### src/design/dnh_pkg.sv
package dnh_pkg;

   localparam int MAX_DIM   = 64;
   localparam int MAX_CELLS = 4096;
   localparam int CELL_AW   = $clog2(MAX_CELLS);

   // Shared serial divider widths.
   localparam int DIV_NUM_W = 50;
   localparam int DIV_DEN_W = 42;

   localparam int CSR_IDX_W  = 3;
   localparam int CSR_DATA_W = 24;

   typedef enum logic [1:0] {
      REQ_POSITION  = 2'd0,
      REQ_DETECT    = 2'd1,
      REQ_NORMALIZE = 2'd2,
      REQ_READ      = 2'd3
   } req_code_type;

   typedef enum logic [CSR_IDX_W-1:0] {
      CSR_ORIGIN_X   = 3'd0,
      CSR_ORIGIN_Y   = 3'd1,
      CSR_CELL_SIZE  = 3'd2,
      CSR_GRID_X     = 3'd3,
      CSR_GRID_Y     = 3'd4,
      CSR_DWELL_STEP = 3'd5,
      CSR_MIN_DWELL  = 3'd6,
      CSR_UNUSED     = 3'd7
   } csr_index_type;

   typedef struct packed {
      logic [1:0]         req_type;
      logic signed [23:0] pos_x;
      logic signed [23:0] pos_y;
      logic [15:0]        cluster_count;
      logic [11:0]        read_index;
   } req_payload_type;

   typedef struct packed {
      logic [7:0]  cell_byte;
      logic [41:0] activity_max;
      logic        is_outside;
   } rsp_payload_type;

endpackage

### src/design/dnh_div.sv
module dnh_div (
   input  logic                        clock,
   input  logic                        reset,
   input  logic                        start,
   input  logic [dnh_pkg::DIV_NUM_W-1:0] dividend,
   input  logic [dnh_pkg::DIV_DEN_W-1:0] divisor,
   output logic                        done,
   output logic [dnh_pkg::DIV_NUM_W-1:0] quotient,
   output logic [dnh_pkg::DIV_DEN_W-1:0] remainder
);
   import dnh_pkg::*;

   localparam int CNT_W = $clog2(DIV_NUM_W + 1);

   logic [DIV_NUM_W-1:0] quo_ff;
   logic [DIV_DEN_W-1:0] rem_ff;
   logic [DIV_DEN_W-1:0] den_ff;
   logic [CNT_W-1:0]     cnt_ff;
   logic                 busy_ff;
   logic                 done_ff;
   logic [DIV_DEN_W:0]   rem_sh;
   logic                 ge;

   // One restoring step per cycle, most significant dividend bit first.
   assign rem_sh = {rem_ff, quo_ff[DIV_NUM_W-1]};
   assign ge     = rem_sh >= {1'b0, den_ff};

   always_ff @(posedge clock) begin
      if (reset) begin
         busy_ff <= 1'b0;
         done_ff <= 1'b0;
         cnt_ff  <= '0;
      end else begin
         done_ff <= 1'b0;
         if (start) begin
            busy_ff <= 1'b1;
            cnt_ff  <= CNT_W'(DIV_NUM_W);
            quo_ff  <= dividend;
            den_ff  <= divisor;
            rem_ff  <= '0;
         end else if (busy_ff) begin
            rem_ff <= ge ? DIV_DEN_W'(rem_sh - {1'b0, den_ff}) : rem_sh[DIV_DEN_W-1:0];
            quo_ff <= {quo_ff[DIV_NUM_W-2:0], ge};
            cnt_ff <= cnt_ff - 1'b1;
            if (cnt_ff == CNT_W'(1)) begin
               busy_ff <= 1'b0;
               done_ff <= 1'b1;
            end
         end
      end
   end

   assign done      = done_ff;
   assign quotient  = quo_ff;
   assign remainder = rem_ff;

endmodule

### config.mk
export PLATFORM = sky130hd
export DESIGN_NAME = dnh_div
export DESIGN_NICKNAME = d
export VERILOG_FILES = /design/src/design/dnh_pkg.sv /design/src/design/dnh_div.sv
export SDC_FILE = /design/constraint.sdc
export NUM_CORES = 1
export LEC_CHECK = 0
export BUFFER_PORTS_ARGS = -buffer_cell sky130_fd_sc_hd__buf_2
export CORE_MARGIN = 1.5
export CORE_UTILIZATION = 55
export DETAILED_ROUTE_END_ITERATION = 10
export GPL_TIMING_DRIVEN = 0
export MAX_ROUTING_LAYER = met4
export PLACE_DENSITY_LB_ADDON = 0.12
export SLEW_MARGIN = 20
export SYNTH_ARGS = -nofsm -noshare
export SYNTH_HDL_FRONTEND = slang
export SYNTH_SLANG_ARGS = --single-unit
### constraint.sdc
create_clock -name clock -period 6.2 [get_ports clock]
set_clock_uncertainty 0.15 [all_clocks]
set_input_delay 0.31 -clock clock [delete_from_list [all_inputs] [get_ports clock]]
set_output_delay 0.31 -clock clock [all_outputs]
set_load 0.1 [all_outputs]
==> impl_results.md <==
* Vias in the first global route at between 6000 and 7000
* Fin util at 0.726
* FF-to-FF setup slack at 2.44 ns
* Count of final max-slew check failures at 0
* Post-cts resize count at 0
* CTS Hold Buffers Added at between 40 and 50
* Clock Latency Late Sink at 0.42 ns
* Critical setup path kind: register to register
* Syn nets at between 800 and 900
* Die area at around 16000 um^2
* CP bufs+invs at 2
* Final WL at between 20000 and 25000 um
* Yosys top cell area share at 0.487
* Mapped Cells at 749
* Top-count cell post-synth: edfxtp_1
* Seq/Total Area, Yosys at 0.506
* Htree depth at 4
* Worst Tran Pin Value at 0.749 ns
* CP arrival at approximately 4 ns
* Via density at about 5.7
* Hold Path Class: primary input to register
* Ys Warns at 0
* Post-route DRC at 0
* Ant. Diodes at 0
* Post-CTS setup buffers at 0
* CP cell instances: ha_1, clkbuf_1, a211o_1, a21oi_1, o221ai_1, nor4_1, nand2_1, nor2_1, clkbuf_1, a22o_1
* Core area at between 10000 and 15000 um^2
* Status: complete, no violations
* Async SR Flop Fraction at 0
* Max stage delay on crit path at 0.56 ns
* First-pass GRT wire length at between 30000 and 40000 um
* Worst Setup Slack, final at approximately 2.4 ns
* CP most frequent cell: clkbuf_1
* Worst-path clk slew at roughly 0.06 ns
* Clock sink total at ~140
* Startpoint Class: register
* Slew margin rel. at 0.498
* Cell taking the most area after synthesis: edfxtp_1
* Power per cell area at 324 nW/um^2
* Max VDD drop at roughly 220 uV
* Post-placement worst setup slack at ~2.5 ns
* Area growth, synth to finish at 28.1%
* DRT Pass-1 Iters at 5
* Final critical-path share of the clock period at 0.606
* CTS buffer count at 17
* All-Layer GR Usage at 0.288
* Total power at approximately 3.4 mW
* Top Ports at between 150 and 200
* Yosys cell types at 63
* Final setup violation count at 0
* Max-Cap Viols at 0
* Unrepaired setup endpoints after global routing: no
* Flops & latches, synth at 142
* Synth Flop Type: edfxtp_1
* Number of port buffers at 186
* DR WL/cell at between 15 and 20 um
* Clk buf depth at 2
* Post-layout minimum cycle time at 3.76 ns
* Share of cells above drive strength 1 at 0.282
* Largest cells by area after synthesis: edfxtp_1 49%, mux2_2 6.7%, ha_1 6.7%, a21oi_1 3.4%, nand2_1 2.7%
* Commonest cells in the netlist: 134 x edfxtp_1, 59 x nand2_1, 56 x a21oi_1
* Std cell rows at 44
* CTS tree: done
* # nets final at 1141
* Total grt overflow at 0
* Mean Syn Cell Area at around 11 um^2
* Vert. Die Dim at about 130 um
* Maximum fanout along the worst path at 10
* Crit. End Element: register
* Drt first-iter violations at 465
* Required @ worst endpoint at 6.34 ns
* Post-DRT Antenna Nets at 0
* Die X-Extent at between 100 and 150 um
* CTS root buf: clkbuf_16
* Fin. Hold Viols at 0
* EDFF count, synth at ~130
* RD Place Congestion at around 0.91
* Largest net degree at the start of global routing at 29
* Via count at between 6000 and 7000
* Syn Std Cell Area at approximately 8300 um^2
* Dpl hpwl at between 15000 and 20000 um
* Initial antenna violation count at 0
* Critical path's slowest cell: clkbuf_1
* Leakage power at ~4.6 nW
* Initial core utilization at 0.567
* Fmax achieved at ~270 MHz
* Cell family with most CP delay: compound AO/OA/AOI/OAI gates
-- metrics by stage --
stage | std cells | hold WS, ns | TNS [ns] | area [um^2]
finish | 1198 | 0.0384 | 0 | 10600
global route | 1198 | 0.0219 | 0 | 10600
CTS | 1198 | 0.0195 | 0 | 10600
detailed placement | 1124 | 0.338 | 0 | 9570
global placement | 1119 | 0.336 | -137.93 | 9430
floorplan | 749 | 0.259 | 0 | 8270
-- layout by cell type (no fill, tap or decap), types with 6 or more instances in the layout --
| master | synthesis | routed |
|---|---|---|
| clkbuf_16 | 0 | 17 |
| a21o_1 | 29 | 29 |
| o21a_1 | 6 | 6 |
| buf_2 | 2 | 188 |
| clkbuf_1 | 27 | 30 |
| a31oi_1 | 6 | 6 |
| mux2i_1 | 14 | 14 |
| xnor2_1 | 20 | 20 |
| and3_1 | 9 | 9 |
| xor2_1 | 17 | 17 |
| dfxtp_1 | 8 | 8 |
| a21oi_1 | 56 | 56 |
| ha_1 | 44 | 44 |
| mux2_2 | 49 | 49 |
| inv_1 | 55 | 55 |
| nor3_1 | 15 | 15 |
| o211ai_1 | 6 | 6 |
| nand4_1 | 18 | 18 |
| a22o_1 | 8 | 8 |
| nand3_1 | 11 | 11 |
| a211oi_1 | 7 | 7 |
| o21ai_0 | 25 | 25 |
| nor2_1 | 44 | 42 |
| edfxtp_1 | 134 | 134 |
| nand2_1 | 59 | 59 |
| dlygate4sd3_1 | 0 | 42 |
-- worst reg2reg max path, cell delays in order, from the launching register on --
cell and delay (ns):
edfxtp_1 0.41, ha_1 0.30, clkbuf_1 0.20, a211o_1 0.30, a21oi_1 0.30, o221ai_1 0.18, nor4_1 0.48, nand2_1 0.16
nor2_1 0.32, clkbuf_1 0.56, a22o_1 0.25
-- layer usage --
layer / vias up / wire (um) / global-route usage / share of wire
li1: 3298 / - / - / -
met5: - / 0 / - / 0
met4: 0 / 366 / 0.0916 / 0.017
met1: 3232 / 9590 / 0.369 / 0.44
met2: 271 / 10600 / 0.465 / 0.49
met3: 29 / 1180 / 0.0535 / 0.054
-- registers in the layout, summed over array words and instances (netlist names) --
register and count:
busy_ff 1, cnt_ff 6, den_ff 42, done 1, quotient 50, remainder 42
-- cells by family after synthesis --
logic type | after synthesis | share of synthesized area
XOR/XNOR | 37 | 0.0392
multiplexers | 63 | 0.0837
AND/OR/NAND/NOR | 186 | 0.109
AO/OA/AOI/OAI | 183 | 0.148
adder cells (fa/ha/maj) | 45 | 0.0690
flip-flops | 142 | 0.506
buffers and inverters | 93 | 0.0453
-- final cells by class --
type | count | area (um^2)
clock inverters | 12 | 160
flip-flops and latches | 142 | 4180
multi-input cells | 514 | 3720
well taps | 184 | 230
plain buffers | 38 | 168
inverters | 55 | 206
repair buffers | 233 | 1480
clock buffers | 20 | 437
fillers | 1024 | 4000
-- power breakdown --
part	total, mW	internal, mW	switching (mW)	leakage [nW]
Clock	1.05	0.637	0.418	0.278
Sequential	1.20	1.15	0.0470	1.35
Combinational	1.17	0.354	0.817	3.01
Total	3.43	2.14	1.28	4.63
-- path summary, 6_finish.rpt --
kind,endpoint,cells past startpoint,start
setup reg to reg,remainder[35],10,remainder[27]
setup / recovery,remainder[35],10,remainder[27]
hold reg to reg,cnt_ff[0],2,cnt_ff[0]
hold / removal,quotient[7],2,dividend[7]
(Power assumes the default switching activity.)
