==> src/design/dnh_ram.sv <==
module dnh_ram #(
   parameter int WIDTH = 8,
   parameter int DEPTH = 16
) (
   input  logic                     clock,
   input  logic                     wr_en,
   input  logic [$clog2(DEPTH)-1:0] wr_addr,
   input  logic [WIDTH-1:0]         wr_data,
   input  logic [$clog2(DEPTH)-1:0] rd_addr,
   output logic [WIDTH-1:0]         rd_data
);

   logic [WIDTH-1:0] mem [DEPTH];
   logic [WIDTH-1:0] rd_data_ff;

   always_ff @(posedge clock) begin
      if (wr_en) begin
         mem[wr_addr] <= wr_data;
      end
      rd_data_ff <= mem[rd_addr];
   end

   assign rd_data = rd_data_ff;

endmodule

==> config.mk <==
export PLATFORM = sky130hd
export DESIGN_NAME = dnh_ram
export DESIGN_NICKNAME = d
export VERILOG_FILES = /design/src/design/dnh_ram.sv
export SDC_FILE = /design/constraint.sdc
export NUM_CORES = 1
export LEC_CHECK = 0
export BUFFER_PORTS_ARGS = -buffer_cell sky130_fd_sc_hd__buf_2
export CORE_ASPECT_RATIO = 1.25
export CORE_MARGIN = 2
export CORE_UTILIZATION = 40
export DETAILED_ROUTE_END_ITERATION = 10
export HOLD_SLACK_MARGIN = 0.1
export PLACE_DENSITY = 0.56
export SYNTH_ARGS = -nofsm -noshare
export SYNTH_HDL_FRONTEND = slang
export SYNTH_SLANG_ARGS = --single-unit
==> constraint.sdc <==
create_clock -name clock -period 2.1 [get_ports clock]
set_clock_uncertainty 0.05 [all_clocks]
set_input_delay 0.42 -clock clock [delete_from_list [all_inputs] [get_ports clock]]
set_output_delay 0.42 -clock clock [all_outputs]
set_load 0.005 [all_outputs]
==> results of run 1 <==
-- worst paths after layout --
kind / start / to
setup reg to reg: mem[1][5]$_DFFE_PP_ / rd_data[5]$_DFF_P_
hold reg to reg: mem[4][0]$_DFFE_PP_ / rd_data[0]$_DFF_P_
hold / removal: wr_data[5] / mem[1][5]$_DFFE_PP_
setup / recovery: rd_addr[0] / rd_data[1]$_DFF_P_
-- critical path: stages --
cell and delay (ns):
sky130_fd_sc_hd__buf_2 0.14, sky130_fd_sc_hd__buf_12 0.18, sky130_fd_sc_hd__buf_4 0.16, sky130_fd_sc_hd__mux4_1 0.56, sky130_fd_sc_hd__a22oi_1 0.23, sky130_fd_sc_hd__nand2_1 0.07
-- power by group --
| part | internal [uW] | switching (uW) | total (uW) |
|---|---|---|---|
| Sequential | 3040 | 17.7 | 3050 |
| Clock | 1950 | 1020 | 2970 |
| Combinational | 129 | 156 | 285 |
| Total | 5120 | 1190 | 6310 |
-- layout make-up --
type	instances	area, sq um
fill	1004	6400
multi-input combinational	83	1060
sequential	136	4000
clock inverter	9	123
timing repair buffer	48	335
tap	168	210
clock buffer	23	478
-- flip-flops by register name, indices dropped and copies added, names as in the netlist --
| name | count |
|---|---|
| rd_data | 8 |
| mem | 128 |
-- stage by stage --
step	power, uW	utilization [%]
floorplan	3260	-
global placement	3400	44.5
detailed placement	3400	44.5
CTS	6370	49.2
global route	6520	49.2
finish	6310	49.2
-- per-layer routing --
metal,GRT usage [%],up-vias
met3,4.02,13
met1,19.0,1246
met4,6.51,0
li1,-,1088
met2,25.9,47
met5,0,-
-- placed cells by master, fill, tap and decap left out --
cell type / count
sky130_fd_sc_hd__nor3_1: 4
sky130_fd_sc_hd__buf_12: 3
sky130_fd_sc_hd__nor2_1: 13
sky130_fd_sc_hd__buf_2: 25
sky130_fd_sc_hd__and2b_1: 1
sky130_fd_sc_hd__dfxtp_1: 8
sky130_fd_sc_hd__and2_1: 1
sky130_fd_sc_hd__or3b_2: 1
sky130_fd_sc_hd__buf_4: 20
sky130_fd_sc_hd__a22oi_1: 16
sky130_fd_sc_hd__clkbuf_16: 17
sky130_fd_sc_hd__mux4_1: 14
sky130_fd_sc_hd__clkinvlp_4: 1
sky130_fd_sc_hd__clkbuf_1: 3
sky130_fd_sc_hd__nor2b_1: 1
sky130_fd_sc_hd__nand2b_1: 2
sky130_fd_sc_hd__clkinv_2: 5
sky130_fd_sc_hd__clkbuf_8: 3
sky130_fd_sc_hd__nand3b_1: 2
sky130_fd_sc_hd__nand3_1: 1
sky130_fd_sc_hd__mux4_2: 18
sky130_fd_sc_hd__nand2_1: 9
sky130_fd_sc_hd__bufinv_16: 3
sky130_fd_sc_hd__edfxtp_1: 128
-- kinds of logic (layout without fill, tap and decap cells) --
kind of cell    count (synthesis)  in the layout  share of synthesized area, %
compound gates                 16             16                          2.33
flops                         136            136                          77.8
buf+inv                        10             80                          1.68
mux                            32             32                          15.0
simple gates                   35             35                          3.18
-- cells in the mapped netlist, drive strengths merged --
| library cell | number | area (sq um) |
|---|---|---|
| nor3 | 4 | 20.0 |
| nand2b | 2 | 12.5 |
| and2b | 1 | 7.51 |
| and2 | 1 | 6.26 |
| nand2 | 9 | 33.8 |
| buf | 7 | 56.3 |
| nand3b | 2 | 15.0 |
| nor2b | 1 | 6.26 |
| nand3 | 1 | 5.00 |
| mux4 | 32 | 773 |
| edfxtp | 128 | 3840 |
| clkdlybuf4s25 | 3 | 30.0 |
| dfxtp | 8 | 160 |
| or3b | 1 | 8.76 |
| nor2 | 13 | 48.8 |
| a22oi | 16 | 120 |
==> parameters.txt, run 1 <==
Parameter                              Value

Status
  Outcome    completed

CTS
  Clock input transition at the sequential cells of the worst setup and hold paths    0.06 ns
  Insertion delay of the later-clocked pin in the worst-skew pair    0.41 ns
  TritonCTS clock tree    yes
  Total number of clock tree sinks    136
  Setup Fix Bufs, Post-CTS    0
  Number of buffers inserted for hold repair after clock tree synthesis    0
  Number of cells upsized or downsized after cts    0
  Number of H-tree branching levels    4
  Root buffer selected by CTS    sky130_fd_sc_hd__clkbuf_16
  Max Root-Sink Buffers    2
  Num CTS Buffers    17

Cells and area
  Layout Nets    a little over 300
  Fraction of final layout cells sized beyond drive strength 1    32.1%
  Area overhead of the layout relative to synthesis    20.6%
  Final std cell area, no fill    0.00621 sq mm
  Antenna Diode Count    0
  Count of placed standard cells in the final layout, fillers left out    467

Detailed routing
  Met3 layer wire length in the routed design    304 microns
  Overall via count from detail_route    between 2000 and 2500
  Routed length on met1    4240 microns
  DR WL/cell    approximately 21 microns
  Total wire length    about 9800 microns
  Uppermost routed layer    met4
  Number of detailed-routing iterations run before antenna repair    4
  Final antenna-violating net count    0
  Via-per-instance ratio    around 5.1
  Remaining design rule violation count    0
  Number of violations reported at the end of detailed-routing iteration 0    144
  Detail Route met2 WL    5060 microns

Worst setup path
  Worst Reg2Reg Path Length in Cells    3
  Launching element type of the critical path    input pin
  Worst Path Required    2.34 ns
  Crit Path Max Fanout    15
  CP Data Arrival Time    1.78 ns
  Crit end category    register
  Path type of the worst setup path    input pin to register
  Register-to-register setup slack    0.69 ns

Worst hold path
  Worst Hold Class    input pin to register
  Number of stages on the worst hold path    1

Place
  Inst Count DP    435
  GPL Wtd Cong    0.717
  Number of buffer cells added on primary ports    25
  Placed cell area    0.00561 sq mm
  Post-detail-place hpwl    between 6000 and 7000 microns
  Worst slack at placement    0.161 ns

STA
  Setup-failing EPs final    0
  Setup TNS    0 ns
  Final worst-path cycle share    73.3%
  Setup repair after global routing missed its margin    false
  Minimum setup slack in the final design    0.561 ns
  Actual transition at the worst max-transition pin    ~0.4 ns
  Max Fclk    650 MHz
  Number of max-slew violations in the final report    0
  Count of final hold-check violations    0
  Minimum period implied by the final worst setup slack    1.54 ns
  Min Hold Slack    0.352 ns
  Worst relative slew slack    around 73%

Floorplan
  Starting Density    between 40 and 50%
  Number of top-level pins    26
  Die Height    ~130 microns
  Die Span X    105 microns
  Die area    0.0138 sq mm
  Number of cell rows    46
  Placeable core region    0.0126 sq mm

GRT
  Number of global-route vias before repair    2496
  First-pass GRT wire length    14900 microns
  Residual overflow from global routing    0
  Antenna violations before repair    0
  Total routing usage reported by global routing    15.4%
  Largest net degree at the start of global routing    25

Power and ir drop
  Largest voltage drop on the vdd net    0.437 mV
  Lkg Pwr    0.00213 uW
  Power density over the cells    roughly 1000 mW/mm^2

Synthesis
  Number of instances in the synthesized netlist    229
  Avg Inst Size Synth    between 20 and 25 sq um
  Synth Net Count    roughly 250
  Total of flip-flops plus latches after synthesis    136
  Number of distinct library cell variants in the gate-level netlist after synthesis    19
  Number of warnings issued by yosys    0
  Cell area after synthesis    0.00515 sq mm
  Portion of the post-synthesis area used by sequential elements    77.8%

Flow run
  Max-cap violations    0
No activity file was read; power rests on OpenSTA's default activity.
==> run 2: changes to the inputs <==
- PLACE_DENSITY: 0.56 -> 0.58
- clock period: 2.1 -> 1.25 ns (I/O delays scaled with it)
==> run 2 against run 1 <==
  * The run now ends with negative setup slack left
  * Via count increased by 1.6%
  * Combinational power increased by 100%
  * Sequential power increased by 68%
  * Setup slack got worse by 0.63 ns
  * Hold slack got worse by 0.18 ns
  * Wire length decreased by 0.35%
  * Register-to-register slack got worse by 0.76 ns
  * Die area unchanged
  * Power increased by 73%
  * Non-clock buffer count increased by 11
  * Largest power group is now clock
==> parameters.txt, run 2 (synthesis gave the netlist of run 1 again) <==
Parameter                              Value

Status
  Outcome    complete, but fails checks
  Violated checks    negative setup slack

Floorplan
  Die area    0.0138 sq mm (unchanged)
  Die Height    131 microns (unchanged)
  Number of top-level pins    26 (unchanged)
  Number of cell rows    46 (unchanged)
  Placeable core region    0.0126 sq mm (unchanged)
  Die Span X    105 microns (unchanged)
  Starting Density    40.8% (unchanged)

GRT
  Number of global-route vias before repair    2615 (+4.8%)
  Residual overflow from global routing    0 (unchanged)
  Antenna violations before repair    0 (unchanged)
  Largest net degree at the start of global routing    18 (-28%)
  Total routing usage reported by global routing    15.6% (+0.25 points)
  First-pass GRT wire length    15100 microns (+1.7%)

Place
  Inst Count DP    446 (+2.5%)
  Number of buffer cells added on primary ports    25 (unchanged)
  Placed cell area    0.00582 sq mm (+3.7%)
  GPL Wtd Cong    0.740 (+3.2%)
  Post-detail-place hpwl    6590 microns (about the same)

Power and ir drop
  Combinational share of power    5.2% (+0.7 points)
  Clock power frac    47.8% (+0.7 points)
  Power density over the cells    1680 mW/mm^2 (+65%)
  Cell internal power dissipation    8810 uW (+72%)
  Sum of internal, switching and leakage power    10900 uW (+73%)
  Relative contribution of sequential cells to total power    47.0% (-1.4 points)
  Lkg Pwr    0.00217 uW (+2.3%)
  Proportion of total power due to net switching    19.3% (+0.37 points)
  Largest voltage drop on the vdd net    0.911 mV (+110%)
  Reported net switching power    2110 uW (+76%)

Cells and area
  Max reg flops    128 (unchanged)
  Leading cell type in the layout, fill and taps excluded    sky130_fd_sc_hd__edfxtp_1
  Leading cell types in the layout, fill and taps excluded    sky130_fd_sc_hd__edfxtp_1 (128), sky130_fd_sc_hd__mux4_2 (32), sky130_fd_sc_hd__buf_2 (25), sky130_fd_sc_hd__buf_4 (22), sky130_fd_sc_hd__clkbuf_16 (17)
  Area overhead of the layout relative to synthesis    26.4%
  Largest register by flop count    mem
  Final std cell area, no fill    0.00650 sq mm (+4.8%)
  Fraction of final layout cells sized beyond drive strength 1    47.7% (+16 points)
  Antenna Diode Count    0 (unchanged)
  Layout Nets    315 (+3.6%)
  Count of placed standard cells in the final layout, fillers left out    478 (+2.4%)

CTS
  Root buffer selected by CTS    sky130_fd_sc_hd__clkbuf_16
  Clock input transition at the sequential cells of the worst setup and hold paths    0.06 ns (about the same)
  Total number of clock tree sinks    136 (unchanged)
  Max Root-Sink Buffers    2 (unchanged)
  Number of H-tree branching levels    4 (unchanged)
  Insertion delay of the later-clocked pin in the worst-skew pair    0.41 ns (about the same)
  TritonCTS clock tree    yes
  Num CTS Buffers    17 (unchanged)

Worst setup path
  Launching element type of the critical path    register
  Worst Reg2Reg Path Length in Cells    3 (unchanged)
  Path type of the worst setup path    register to register
  Worst Path Required    1.49 ns (-0.85 ns)
  Crit end category    register
  CP Data Arrival Time    1.56 ns (-0.22 ns)
  Endpoint of the worst register-to-register path    rd_data[2]$_DFF_P_
  Critical R2R Launch    mem[2][2]$_DFFE_PP_
  Crit Path Max Fanout    1 (-14)
  Register-to-register setup slack    -0.07 ns (-0.76 ns)

Worst hold path
  Worst Hold Class    input pin to register
  Source of the worst hold timing path    wr_data[4]
  Destination of the worst hold path    mem[6][4]$_DFFE_PP_
  Number of stages on the worst hold path    1 (unchanged)

STA
  Number of max-slew violations in the final report    0 (unchanged)
  Minimum setup slack in the final design    -0.0716 ns (-0.633 ns)
  Setup-failing EPs final    8 (+8)
  Worst relative slew slack    29.7% (-43 points)
  Actual transition at the worst max-transition pin    1.05 ns (+0.649 ns)
  Minimum period implied by the final worst setup slack    1.32 ns
  Max Fclk    between 700 and 800 MHz
  Count of final hold-check violations    0 (unchanged)
  Setup repair after global routing missed its margin    true
  Final worst-path cycle share    106%

Detailed routing
  Total wire length    9730 microns (-0.35%)
  Number of violations reported at the end of detailed-routing iteration 0    124 (-14%)
  Overall via count from detail_route    2432 (+1.6%)
  Final antenna-violating net count    0 (unchanged)
  Remaining design rule violation count    0 (unchanged)
  Via-per-instance ratio    5.09 (-0.75%)
  Number of detailed-routing iterations run before antenna repair    4 (unchanged)
  DR WL/cell    20.4 microns (-2.6%)

Flow run
  Max-cap violations    0 (unchanged)
[run 2: routing by layer]
metal	wire (microns)	GRT usage (%)	up-vias	part of all wire, %
li1	-	-	1096	-
met1	4060	18.6	1278	42
met2	5250	27.2	44	54
met3	242	3.72	14	2.5
met4	183	7.06	0	1.9
met5	0	0	-	0
[run 2: layout make-up]
cell class	instances	area (sq um)
clock buffers	20	457
clock inverters	12	175
fillers	992	6100
multi-input cells	83	1130
flip-flops and latches	136	4000
well taps	168	210
repair buffers	59	531
[run 2: power groups by stage]
stage	Clock, uW	Combinational, uW	Sequential (uW)
2_1_floorplan	0	292	5220
3_3_place_gp	0	542	5220
3_5_place_dp	0	551	5220
4_1_cts	5290	566	5130
5_1_grt	5480	622	5140
6_report	5210	569	5130
[run 2: worst max path at each step]
stage	from	end	slack, ns	cells past startpoint
floorplan	wr_addr[2]	mem[0][0]$_DFFE_PP_	-0.15	2
CTS	mem[2][1]$_DFFE_PP_	rd_data[1]$_DFF_P_	-0.08	3
finish	mem[2][2]$_DFFE_PP_	rd_data[2]$_DFF_P_	-0.07	3
detailed placement	rd_addr[0]	rd_data[1]$_DFF_P_	-0.46	5
global route	mem[0][2]$_DFFE_PP_	rd_data[2]$_DFF_P_	-0.11	3
global placement	rd_addr[0]	rd_data[1]$_DFF_P_	-0.46	5
[run 2: stage by stage]
step	util (%)	setup WS [ns]	TNS, ns	hold WS, ns
floorplan	-	-0.153	-4.19	0.299
CTS	51.4	-0.0771	-0.453	0.166
global placement	46.1	-0.459	-28.41	0.581
global route	51.6	-0.108	-0.672	0.181
finish	51.6	-0.0716	-0.294	0.169
detailed placement	46.1	-0.456	-31.39	0.582
[run 2: timing repair]
item                                   4_1_cts  5_1_grt
resized for setup                            5        8
buffers inserted                             0        0
hold buffers                                 0        0
endpoints found under the hold margin        0        0
setup endpoints to repair                    8        8
pin swaps                                    4        3
[run 2: worst max-delay path, cell delays in order (launching register included)]
cell and delay (ns):
sky130_fd_sc_hd__edfxtp_1 0.38, sky130_fd_sc_hd__mux4_2 0.48, sky130_fd_sc_hd__a22oi_2 0.23, sky130_fd_sc_hd__nand2_1 0.07
==> run 3: changes to the inputs <==
- CTS_BUF_LIST: default -> sky130_fd_sc_hd__clkbuf_4 sky130_fd_sc_hd__clkbuf_8 sky130_fd_sc_hd__clkbuf_16
==> run 3 against run 2 <==
  * The flow still finishes with violations (negative setup slack)
  * Non-clock buffer count is the same
  * Wire length fell by 0.10%
  * Sequential cell count did not move
  * Cell count unchanged
  * Setup slack hardly changed
  * Sequential share of layout area about the same
  * Largest power group unchanged
==> parameters.txt, run 3 (synthesis gave the netlist of run 1 again) <==
Parameter                              Value

Status
  Outcome    complete, but fails checks
  Violated checks    negative setup slack

Detailed routing
  Remaining design rule violation count    0 (unchanged)
  Overall via count from detail_route    2433 (+0.041%)
  Number of violations reported at the end of detailed-routing iteration 0    113 (-8.9%)
  Via-per-instance ratio    5.09 (about the same)
  Number of detailed-routing iterations run before antenna repair    4 (unchanged)
  Total wire length    9720 microns (-0.10%)
  DR WL/cell    20.3 microns (-0.10%)
  Final antenna-violating net count    0 (unchanged)

Power and ir drop
  Largest voltage drop on the vdd net    0.911 mV (about the same)
  Power density over the cells    1680 mW/mm^2 (about the same)
  Sum of internal, switching and leakage power    10900 uW (+0.15%)
  Lkg Pwr    0.00218 uW (+0.16%)

GRT
  Total routing usage reported by global routing    15.6% (about the same)
  Number of global-route vias before repair    2606 (-0.34%)
  Antenna violations before repair    0 (unchanged)
  Residual overflow from global routing    0 (unchanged)
  Largest net degree at the start of global routing    18 (unchanged)
  First-pass GRT wire length    15100 microns (unchanged)

Cells and area
  Leading cell type in the layout, fill and taps excluded    sky130_fd_sc_hd__edfxtp_1
  Leading cell types in the layout, fill and taps excluded    sky130_fd_sc_hd__edfxtp_1 (128), sky130_fd_sc_hd__mux4_2 (32), sky130_fd_sc_hd__buf_2 (25), sky130_fd_sc_hd__buf_4 (22), sky130_fd_sc_hd__clkbuf_16 (17)
  Antenna Diode Count    0 (unchanged)
  Layout Nets    315 (unchanged)
  Area overhead of the layout relative to synthesis    26.4% (about the same)
  Max reg flops    128 (unchanged)
  Fraction of final layout cells sized beyond drive strength 1    48.1% (+0.32 points)
  Final std cell area, no fill    0.00651 sq mm (about the same)
  Largest register by flop count    mem
  Count of placed standard cells in the final layout, fillers left out    478 (unchanged)

Place
  Post-detail-place hpwl    6590 microns (unchanged)
  Placed cell area    0.00582 sq mm (unchanged)
  Number of buffer cells added on primary ports    25 (unchanged)
  Worst slack at placement    -0.456 ns (unchanged)
  Inst Count DP    446 (unchanged)
  GPL Wtd Cong    0.740 (unchanged)

Worst setup path
  Crit Path Max Fanout    1 (unchanged)
  Path type of the worst setup path    register to register
  Worst Path Required    1.49 ns (about the same)
  Buf/Inv on CP    0 (unchanged)
  Crit end category    register
  Critical-path cell list    mux4_2 -> a22oi_2 -> nand2_1
  Critical path's slowest cell    sky130_fd_sc_hd__mux4_2
  Crit path max-delay family    multiplexers
  Launching element type of the critical path    register
  Largest stage delay on the critical path    0.48 ns (about the same)
  CP Data Arrival Time    1.56 ns (about the same)

CTS
  Total number of clock tree sinks    136 (unchanged)
  Num CTS Buffers    17 (unchanged)
  Number of buffers inserted for hold repair after clock tree synthesis    0 (unchanged)
  Number of H-tree branching levels    4 (unchanged)
  TritonCTS clock tree    yes
  Insertion delay of the later-clocked pin in the worst-skew pair    0.41 ns (about the same)
  Max Root-Sink Buffers    2 (unchanged)
  Root buffer selected by CTS    sky130_fd_sc_hd__clkbuf_16
  Clock input transition at the sequential cells of the worst setup and hold paths    0.06 ns (about the same)

STA
  Actual transition at the worst max-transition pin    1.05 ns (unchanged)
  Worst relative slew slack    29.7% (unchanged)
  Setup repair after global routing missed its margin    true
  Final worst-path cycle share    106% (about the same)
  Setup-failing EPs final    8 (unchanged)
  Setup TNS    -0.293 ns (+0.00124 ns)
  Minimum setup slack in the final design    -0.0713 ns (+0.000370 ns)
  Number of max-slew violations in the final report    0 (unchanged)
  Minimum period implied by the final worst setup slack    1.32 ns (-0.000370 ns)
  Max Fclk    757 MHz (about the same)
  Count of final hold-check violations    0 (unchanged)

Floorplan
  Die area    0.0138 sq mm (unchanged)
  Number of cell rows    46 (unchanged)
  Die Span X    105 microns (unchanged)
  Number of top-level pins    26 (unchanged)
  Starting Density    40.8% (unchanged)
  Die Height    131 microns (unchanged)
  Placeable core region    0.0126 sq mm (unchanged)

Flow run
  Max-cap violations    0 (unchanged)

Worst hold path
  Worst Hold Class    input pin to register
run 3: what timing repair did:
action                                  4_1_cts  5_1_grt
setup buffers                                 0        0
gates resized for setup                       5        8
gates cloned                                  0        0
endpoints found under the setup margin        8        8
pin swaps                                     4        3
endpoints found under the hold margin         0        0
run 3: stage by stage:
| stage | hold WS [ns] | util [%] |
|---|---|---|
| global route | 0.180 | 51.6 |
| global placement | 0.581 | 46.1 |
| CTS | 0.167 | 51.4 |
| detailed placement | 0.582 | 46.1 |
| finish | 0.173 | 51.6 |
| floorplan | 0.299 | - |
run 3: layer usage:
metal	global-route usage (%)	wire, microns	share of wire (%)
met1	18.7	4070	42
met2	27.1	5220	54
met3	3.72	242	2.5
met4	7.06	183	1.9
met5	0	0	0
run 3: path summary, 6_finish.rpt:
kind | startpoint | slack [ns] | cells after the start | end
worst max-delay path | mem[2][2]$_DFFE_PP_ | -0.07 | 3 | rd_data[2]$_DFF_P_
worst min-delay path | wr_data[4] | 0.17 | 1 | mem[4][4]$_DFFE_PP_
worst max register to register | mem[2][2]$_DFFE_PP_ | -0.07 | 3 | rd_data[2]$_DFF_P_
worst min register to register | mem[12][0]$_DFFE_PP_ | 0.62 | 3 | rd_data[0]$_DFF_P_
run 3: power breakdown:
part / switching, uW / internal (uW)
Combinational: 299 / 270
Sequential: 27.9 / 5100
Clock: 1770 / 3460
run 3: cell type report:
class | instances | area (sq um)
tap | 168 | 210
timing repair buffer | 59 | 531
clock buffer | 20 | 460
fill | 993 | 6100
clock inverter | 12 | 175
sequential | 136 | 4000
multi-input combinational | 83 | 1130
run 3: worst register-to-register path, cell delays in order (launching register included):
cell and delay (ns):
sky130_fd_sc_hd__edfxtp_1 0.38, sky130_fd_sc_hd__mux4_2 0.48, sky130_fd_sc_hd__a22oi_2 0.23, sky130_fd_sc_hd__nand2_1 0.07
